--- src/rtl/core/keyed_delay_statistics_macros.svh ---
// Assertion helpers for the keyed delay statistics block.
`ifndef KEYED_DELAY_STATISTICS_MACROS_SVH
`define KEYED_DELAY_STATISTICS_MACROS_SVH

// Same-cycle implication, disabled during reset.
`define KDS_ASSERT_IMPLY(label, clk, rst, ante, cons) \
   label: assert property (@(posedge clk) disable iff (rst) (ante) |-> (cons)) \
      else $error("kds: same-cycle check failed");

// Next-cycle implication, disabled during reset.
`define KDS_ASSERT_NEXT(label, clk, rst, ante, cons) \
   label: assert property (@(posedge clk) disable iff (rst) (ante) |=> (cons)) \
      else $error("kds: next-cycle check failed");

`endif

--- src/rtl/core/kds_ram.sv ---
module kds_ram #(
   parameter int WIDTH = 8,
   parameter int DEPTH = 32
) (
   input  logic                                   clock,
   input  logic                                   wr_en,
   input  logic [((DEPTH > 1) ? $clog2(DEPTH) : 1)-1:0] wr_addr,
   input  logic [WIDTH-1:0]                       wr_data,
   input  logic                                   rd_en,
   input  logic [((DEPTH > 1) ? $clog2(DEPTH) : 1)-1:0] rd_addr,
   output logic [WIDTH-1:0]                       rd_data
);

   logic [WIDTH-1:0] mem_ff [DEPTH];
   logic [WIDTH-1:0] rd_data_ff;

   // one write port, one registered read port
   always_ff @(posedge clock) begin
      if (wr_en) begin
         mem_ff[wr_addr] <= wr_data;
      end
      if (rd_en) begin
         rd_data_ff <= mem_ff[rd_addr];
      end
   end

   assign rd_data = rd_data_ff;

endmodule

--- config.mk ---
export PLATFORM = sky130hd
export DESIGN_NAME = kds_ram
export DESIGN_NICKNAME = d
export VERILOG_FILES = /design/src/rtl/core/keyed_delay_statistics_macros.svh /design/src/rtl/core/kds_ram.sv
export SDC_FILE = /design/constraint.sdc
export NUM_CORES = 1
export LEC_CHECK = 0
export ABC_AREA = 1
export BUFFER_PORTS_ARGS = -buffer_cell sky130_fd_sc_hd__buf_2
export CAP_MARGIN = 30
export CORE_MARGIN = 8
export CORE_UTILIZATION = 55
export CTS_CLUSTER_DIAMETER = 80
export DETAILED_ROUTE_END_ITERATION = 16
export GPL_TIMING_DRIVEN = 0
export PLACE_DENSITY = 0.7
export REMOVE_ABC_BUFFERS = 1
export SYNTH_ARGS = -nofsm -noshare
export SYNTH_HDL_FRONTEND = slang
export SYNTH_SLANG_ARGS = --single-unit
--- constraint.sdc ---
create_clock -name clock -period 2.7 [get_ports clock]
set_input_delay 0.405 -clock clock [delete_from_list [all_inputs] [get_ports clock]]
set_output_delay 0.405 -clock clock [all_outputs]
set_load 0.05 [all_outputs]
Word level (Yosys, flattened, before mapping)
Memories as Yosys holds them, arrays and structs flattened. A register that Yosys moved wholly into a read port is not among the register bits.
Index checks and enable logic that the tools add are counted.

storage, ports and cells
  register bits after elaboration = 0
  bits in latches = 0
  bits in writable memories = 256
  bits in read-only memories = 0
  memories kept = 1

cells by class
  add/subtract/negate cells = 0
  multiply operators = 0
  divide/modulo/power cells = 0
  $lt $le $gt $ge = 0
  eq/ne operators = 0
  shift operators = 0
  mux-type cells = 2
  bitwise operators = 0
  reduce and logical (&&, ||, !) cells = 0

memories
  memory  words  bits a word  rd ports  clocked after Yosys merged registers in  write ports  RTL line       RTL
  mem_ff  32     8            1         1                                        1            kds_ram.sv:14  logic [WIDTH-1:0] mem_ff [DEPTH];

operators with widths
  kind               count
  1-bit two-way mux  2

Longest topological paths before layout
  depth after elaboration = 2
  mapped depth = 11
  gate-level depth less buffers = 9

Worst setup path after synthesis
Ideal clock, no wire load.

  path kind = input to register
  from = in wr_addr[0] in the netlist's numbering
  to = mem mem_ff[0][0], enable pin
  setup time = 0.370 ns
  arrival = 1.069 ns
  data required time = 2.330 ns
  slack = 1.261 ns
  stages on the path = 3
  path buffers = 0
  path through = inv_1 nand3_1 nor2_1

RTL lines
  element             RTL line       RTL
  start: declaration  kds_ram.sv:7   input logic [((DEPTH > 1) ? $clog2(DEPTH) : 1)-1:0] wr_addr,
  end: declaration    kds_ram.sv:14

No word-level cell before the write port.

==> impl_results.html <==
<table>
<tr><th>Metric</th><th>Value</th></tr>
<tr><th colspan="2">Logic synthesis</th></tr>
<tr><td>Fraction of the mapped netlist area in compound gates</td><td>0%</td></tr>
<tr><td>Share of the yosys chip area belonging to registers</td><td>73.0%</td></tr>
<tr><td>Synth Area in Simple Gates</td><td>22.9%</td></tr>
<tr><td>Fraction of registers with async set/reset</td><td>0%</td></tr>
<tr><td>Post-Synthesis Mean Instance Area</td><td>11.8 µm²</td></tr>
<tr><td>Most common cell in the netlist</td><td>nand2_1</td></tr>
<tr><td>Synth warnings</td><td>0</td></tr>
<tr><td>Mapped Cells</td><td>922</td></tr>
<tr><td>Dominant synthesized flop cell</td><td>edfxtp_1</td></tr>
<tr><td>Post-synth EDFFs</td><td>264</td></tr>
<tr><td>Most frequent cells after synthesis</td><td>nand2_1 (360), edfxtp_1 (264), nand3_1 (204)</td></tr>
<tr><td>Multiplexer share of the synthesized area</td><td>0%</td></tr>
<tr><td>Synth Area in Adders</td><td>0%</td></tr>
<tr><td>Dominant cells by area after synthesis</td><td>edfxtp_1 (73%), nand2_1 (12%), nand3_1 (9.4%)</td></tr>
<tr><td>Top cell type by total area after synthesis</td><td>edfxtp_1</td></tr>
<tr><td>Flip-flop and latch count after synthesis</td><td>264</td></tr>
<tr><td>Count of distinct cell types in the synthesized netlist</td><td>11</td></tr>
<tr><td>XOR/XNOR Fraction of Synth Area</td><td>0%</td></tr>
<tr><td>Cell area after synthesis</td><td>10900 µm²</td></tr>
<tr><td>Area share of the largest cell type after synthesis</td><td>73.0%</td></tr>
<tr><td>Main combinational cell family by area after synthesis</td><td>simple AND/OR/NAND/NOR gates</td></tr>
<tr><th colspan="2">Worst setup path</th></tr>
<tr><td>Data required time at the worst endpoint</td><td>3070 ps</td></tr>
<tr><td>Element type at the critical path start</td><td>input port</td></tr>
<tr><td>Register-to-Register Setup Slack</td><td>1340 ps</td></tr>
<tr><td>Master of the slowest instance on the critical path</td><td>buf_2</td></tr>
<tr><td>Crit path capture type</td><td>flop</td></tr>
<tr><td>Maximum single-stage delay on the critical path</td><td>710 ps</td></tr>
<tr><td>Arrival time of the worst setup path</td><td>2710 ps</td></tr>
<tr><td>Cell Chain, Critical Path</td><td>buf_2 &gt; inv_2 &gt; buf_12 &gt; nand3_1 &gt; nand3_1 &gt; nand2_1 &gt; nand2_1 &gt; nand2_1 &gt; nand2_1 &gt; nand2_1</td></tr>
<tr><td>Maximum net fanout on the critical path</td><td>41</td></tr>
<tr><td>WS Path Type</td><td>input port to flop</td></tr>
<tr><td>Cell family with the largest share of critical-path delay</td><td>buffers and inverters</td></tr>
<tr><td>Critical path buffers and inverters</td><td>3</td></tr>
<tr><td>Most numerous cell on the critical path</td><td>nand2_1</td></tr>
<tr><th colspan="2">Final layout</th></tr>
<tr><td>Synth-to-Final Area Change</td><td>9.65%</td></tr>
<tr><td>Count of antenna diodes in the layout</td><td>0</td></tr>
<tr><td>Finished layout cell area</td><td>11900 µm²</td></tr>
<tr><td>Fraction of layout instances using a drive strength above 1</td><td>7.57%</td></tr>
<tr><td>Net count reported at finish</td><td>953</td></tr>
<tr><td>Core occupancy in the finished layout</td><td>61.4%</td></tr>
<tr><th colspan="2">Timing</th></tr>
<tr><td>Fin crit period</td><td>2340 ps</td></tr>
<tr><td>Share of the clock period used by the worst path after layout</td><td>86.6%</td></tr>
<tr><td>Post-Route Hold Slack</td><td>246 ps</td></tr>
<tr><td>Final Max Slew Viols</td><td>0</td></tr>
<tr><td>Hold violation total from the final report</td><td>0</td></tr>
<tr><td>Number of endpoints failing setup at the final stage</td><td>0</td></tr>
<tr><td>Slew at the pin closest to its max-slew limit</td><td>976 ps</td></tr>
<tr><td>Post-route clock skew</td><td>11.1 ps</td></tr>
<tr><td>Setup Total Neg Slack</td><td>0 ps</td></tr>
<tr><td>Worst max-slew margin expressed relative to the limit</td><td>34.7%</td></tr>
<tr><td>Unrepaired setup endpoints after global routing</td><td>no</td></tr>
<tr><td>Timing-limited maximum frequency</td><td>428 MHz</td></tr>
<tr><th colspan="2">Global route</th></tr>
<tr><td>Number of antenna violations at the first check in global routing</td><td>1</td></tr>
<tr><td>Remaining global-route overflow</td><td>0</td></tr>
<tr><td>All-Layer GR Usage</td><td>19.3%</td></tr>
<tr><td>Number of global-route vias before repair</td><td>6585</td></tr>
<tr><td>Pin count of the biggest net entering global routing</td><td>85</td></tr>
<tr><td>First-pass GRT wire length</td><td>36200 µm</td></tr>
<tr><th colspan="2">Floorplan</th></tr>
<tr><td>Total I/O pin count</td><td>29</td></tr>
<tr><td>Row cnt</td><td>51</td></tr>
<tr><td>Area of the core</td><td>19400 µm²</td></tr>
<tr><td>Starting utilization of the core area</td><td>56.0%</td></tr>
<tr><td>Die footprint</td><td>24500 µm²</td></tr>
<tr><td>Die X</td><td>157 µm</td></tr>
<tr><td>Chip Height</td><td>157 µm</td></tr>
<tr><th colspan="2">Pwr</th></tr>
<tr><td>Power density over cell area</td><td>730 nW/µm²</td></tr>
<tr><td>Internal power</td><td>6.81 mW</td></tr>
<tr><td>Sw Share</td><td>21.7%</td></tr>
<tr><td>Part of the power in the clock network</td><td>41.0%</td></tr>
<tr><td>Leakage dissipation</td><td>4.37 nW</td></tr>
<tr><td>Total Power</td><td>8.70 mW</td></tr>
<tr><td>Gate power share</td><td>6.4%</td></tr>
<tr><td>Fraction of power consumed by sequential logic</td><td>52.7%</td></tr>
<tr><td>Max IR drop VDD</td><td>0.551 mV</td></tr>
<tr><td>Switching power total</td><td>1.89 mW</td></tr>
<tr><th colspan="2">Clocking</th></tr>
<tr><td>CTS tree</td><td>yes</td></tr>
<tr><td>Post-cts resize count</td><td>0</td></tr>
<tr><td>Number of clock buffers inserted by TritonCTS</td><td>27</td></tr>
<tr><td>Clock insertion delay at the later pin of the skew report</td><td>520 ps</td></tr>
<tr><td>Root Driver</td><td>clkbuf_16</td></tr>
<tr><td>Setup Fix Bufs, Post-CTS</td><td>0</td></tr>
<tr><td>Clock slew at reported path FFs</td><td>60 ps</td></tr>
<tr><td>CTS Hold Buffers Added</td><td>0</td></tr>
<tr><td>Maximum level of the CTS H-tree</td><td>1</td></tr>
<tr><td>Clock sinks</td><td>264</td></tr>
<tr><td>CTS max path bufs</td><td>3</td></tr>
<tr><th colspan="2">Detailed routing</th></tr>
<tr><td>Overall routed net length</td><td>23100 µm</td></tr>
<tr><td>Number of violations reported at the end of detailed-routing iteration 0</td><td>660</td></tr>
<tr><td>Via count</td><td>6772</td></tr>
<tr><td>Remaining routing DRC violations</td><td>0</td></tr>
<tr><td>Number of detailed-route iterations in the first pass</td><td>5</td></tr>
<tr><td>Mean routed wirelength per cell</td><td>19.0 µm</td></tr>
<tr><td>Remaining number of nets flagged by the antenna check after routing</td><td>0</td></tr>
<tr><td>Via density per instance</td><td>5.57</td></tr>
<tr><th colspan="2">Placement</th></tr>
<tr><td>Placed standard-cell area</td><td>11100 µm²</td></tr>
<tr><td>Number of port buffers</td><td>28</td></tr>
<tr><td>Detailed-placement wirelength estimate</td><td>13100 µm</td></tr>
<tr><td>Final GP Congestion</td><td>0.775</td></tr>
<tr><th colspan="2">Run status</th></tr>
<tr><td>Run status</td><td>complete, no violations</td></tr>
<tr><th colspan="2">Run</th></tr>
<tr><td># Max-Cap Violations</td><td>0</td></tr>
<tr><th colspan="2">Worst hold path</th></tr>
<tr><td>Worst min-delay path category</td><td>input port to flop</td></tr>
</table>
-- state kept, by name, indices dropped and copies added (netlist names) --
register,flops
mem_ff,256
rd_data,8
-- metrics by stage --
stage	cells	setup WS [ps]
4_1_cts	1216	395
3_5_place_dp	1168	-122
2_1_floorplan	870	668
5_1_grt	1216	197
6_report	1216	363
3_3_place_gp	1163	-2780
-- power groups by stage --
stage               combinational [mW]  clock (mW)  sequential, mW
floorplan                        0.241           0            4.71
detailed placement               0.551           0            4.67
global placement                 0.536           0            4.67
global route                     0.612        3.77            4.59
CTS                              0.555        3.61            4.58
finish                           0.554        3.56            4.58
-- layout make-up --
cell class                 instances  area (µm²)
clock buffer                      29         683
clock inverter                    19         168
fill                            1528        7480
inverter                          10        40.0
multi-input combinational        596        2490
sequential                       264        7930
tap                              265         332
timing repair buffer              33         273
-- logic make-up after synthesis --
| kind of cell | Yosys count |
|---|---|
| buffers and inverters | 62 |
| flip-flops | 264 |
| AND/OR/NAND/NOR | 596 |
-- worst paths after layout --
path                              endpoint  cells past startpoint           from
worst min register to register  rd_data[4]                      8  mem_ff[22][4]
worst max-delay path            rd_data[0]                     10     rd_addr[1]
worst max register to register  rd_data[7]                      8  mem_ff[15][7]
worst min-delay path            rd_data[4]                      1          rd_en
-- metal layers --
| metal | wire length [µm] | global-route usage [%] |
|---|---|---|
| met5 | 13 | 0 |
| met4 | 434 | 6.59 |
| met3 | 1870 | 2.76 |
| met2 | 11000 | 30.9 |
| met1 | 9740 | 26.6 |
-- cells in the final DEF, fill, tap and decap left out, types with 4 or more instances in the layout --
master     synthesis  routed
nand3_1          204     204
buf_16             0       4
nor2_1            32      32
inv_1              8       8
clkinv_1           0       9
edfxtp_1         264     264
clkinv_2           0       4
buf_2             15      27
clkbuf_16          0      27
nand2_1          360     360
Note: power is estimated with default switching activity, not from simulation.
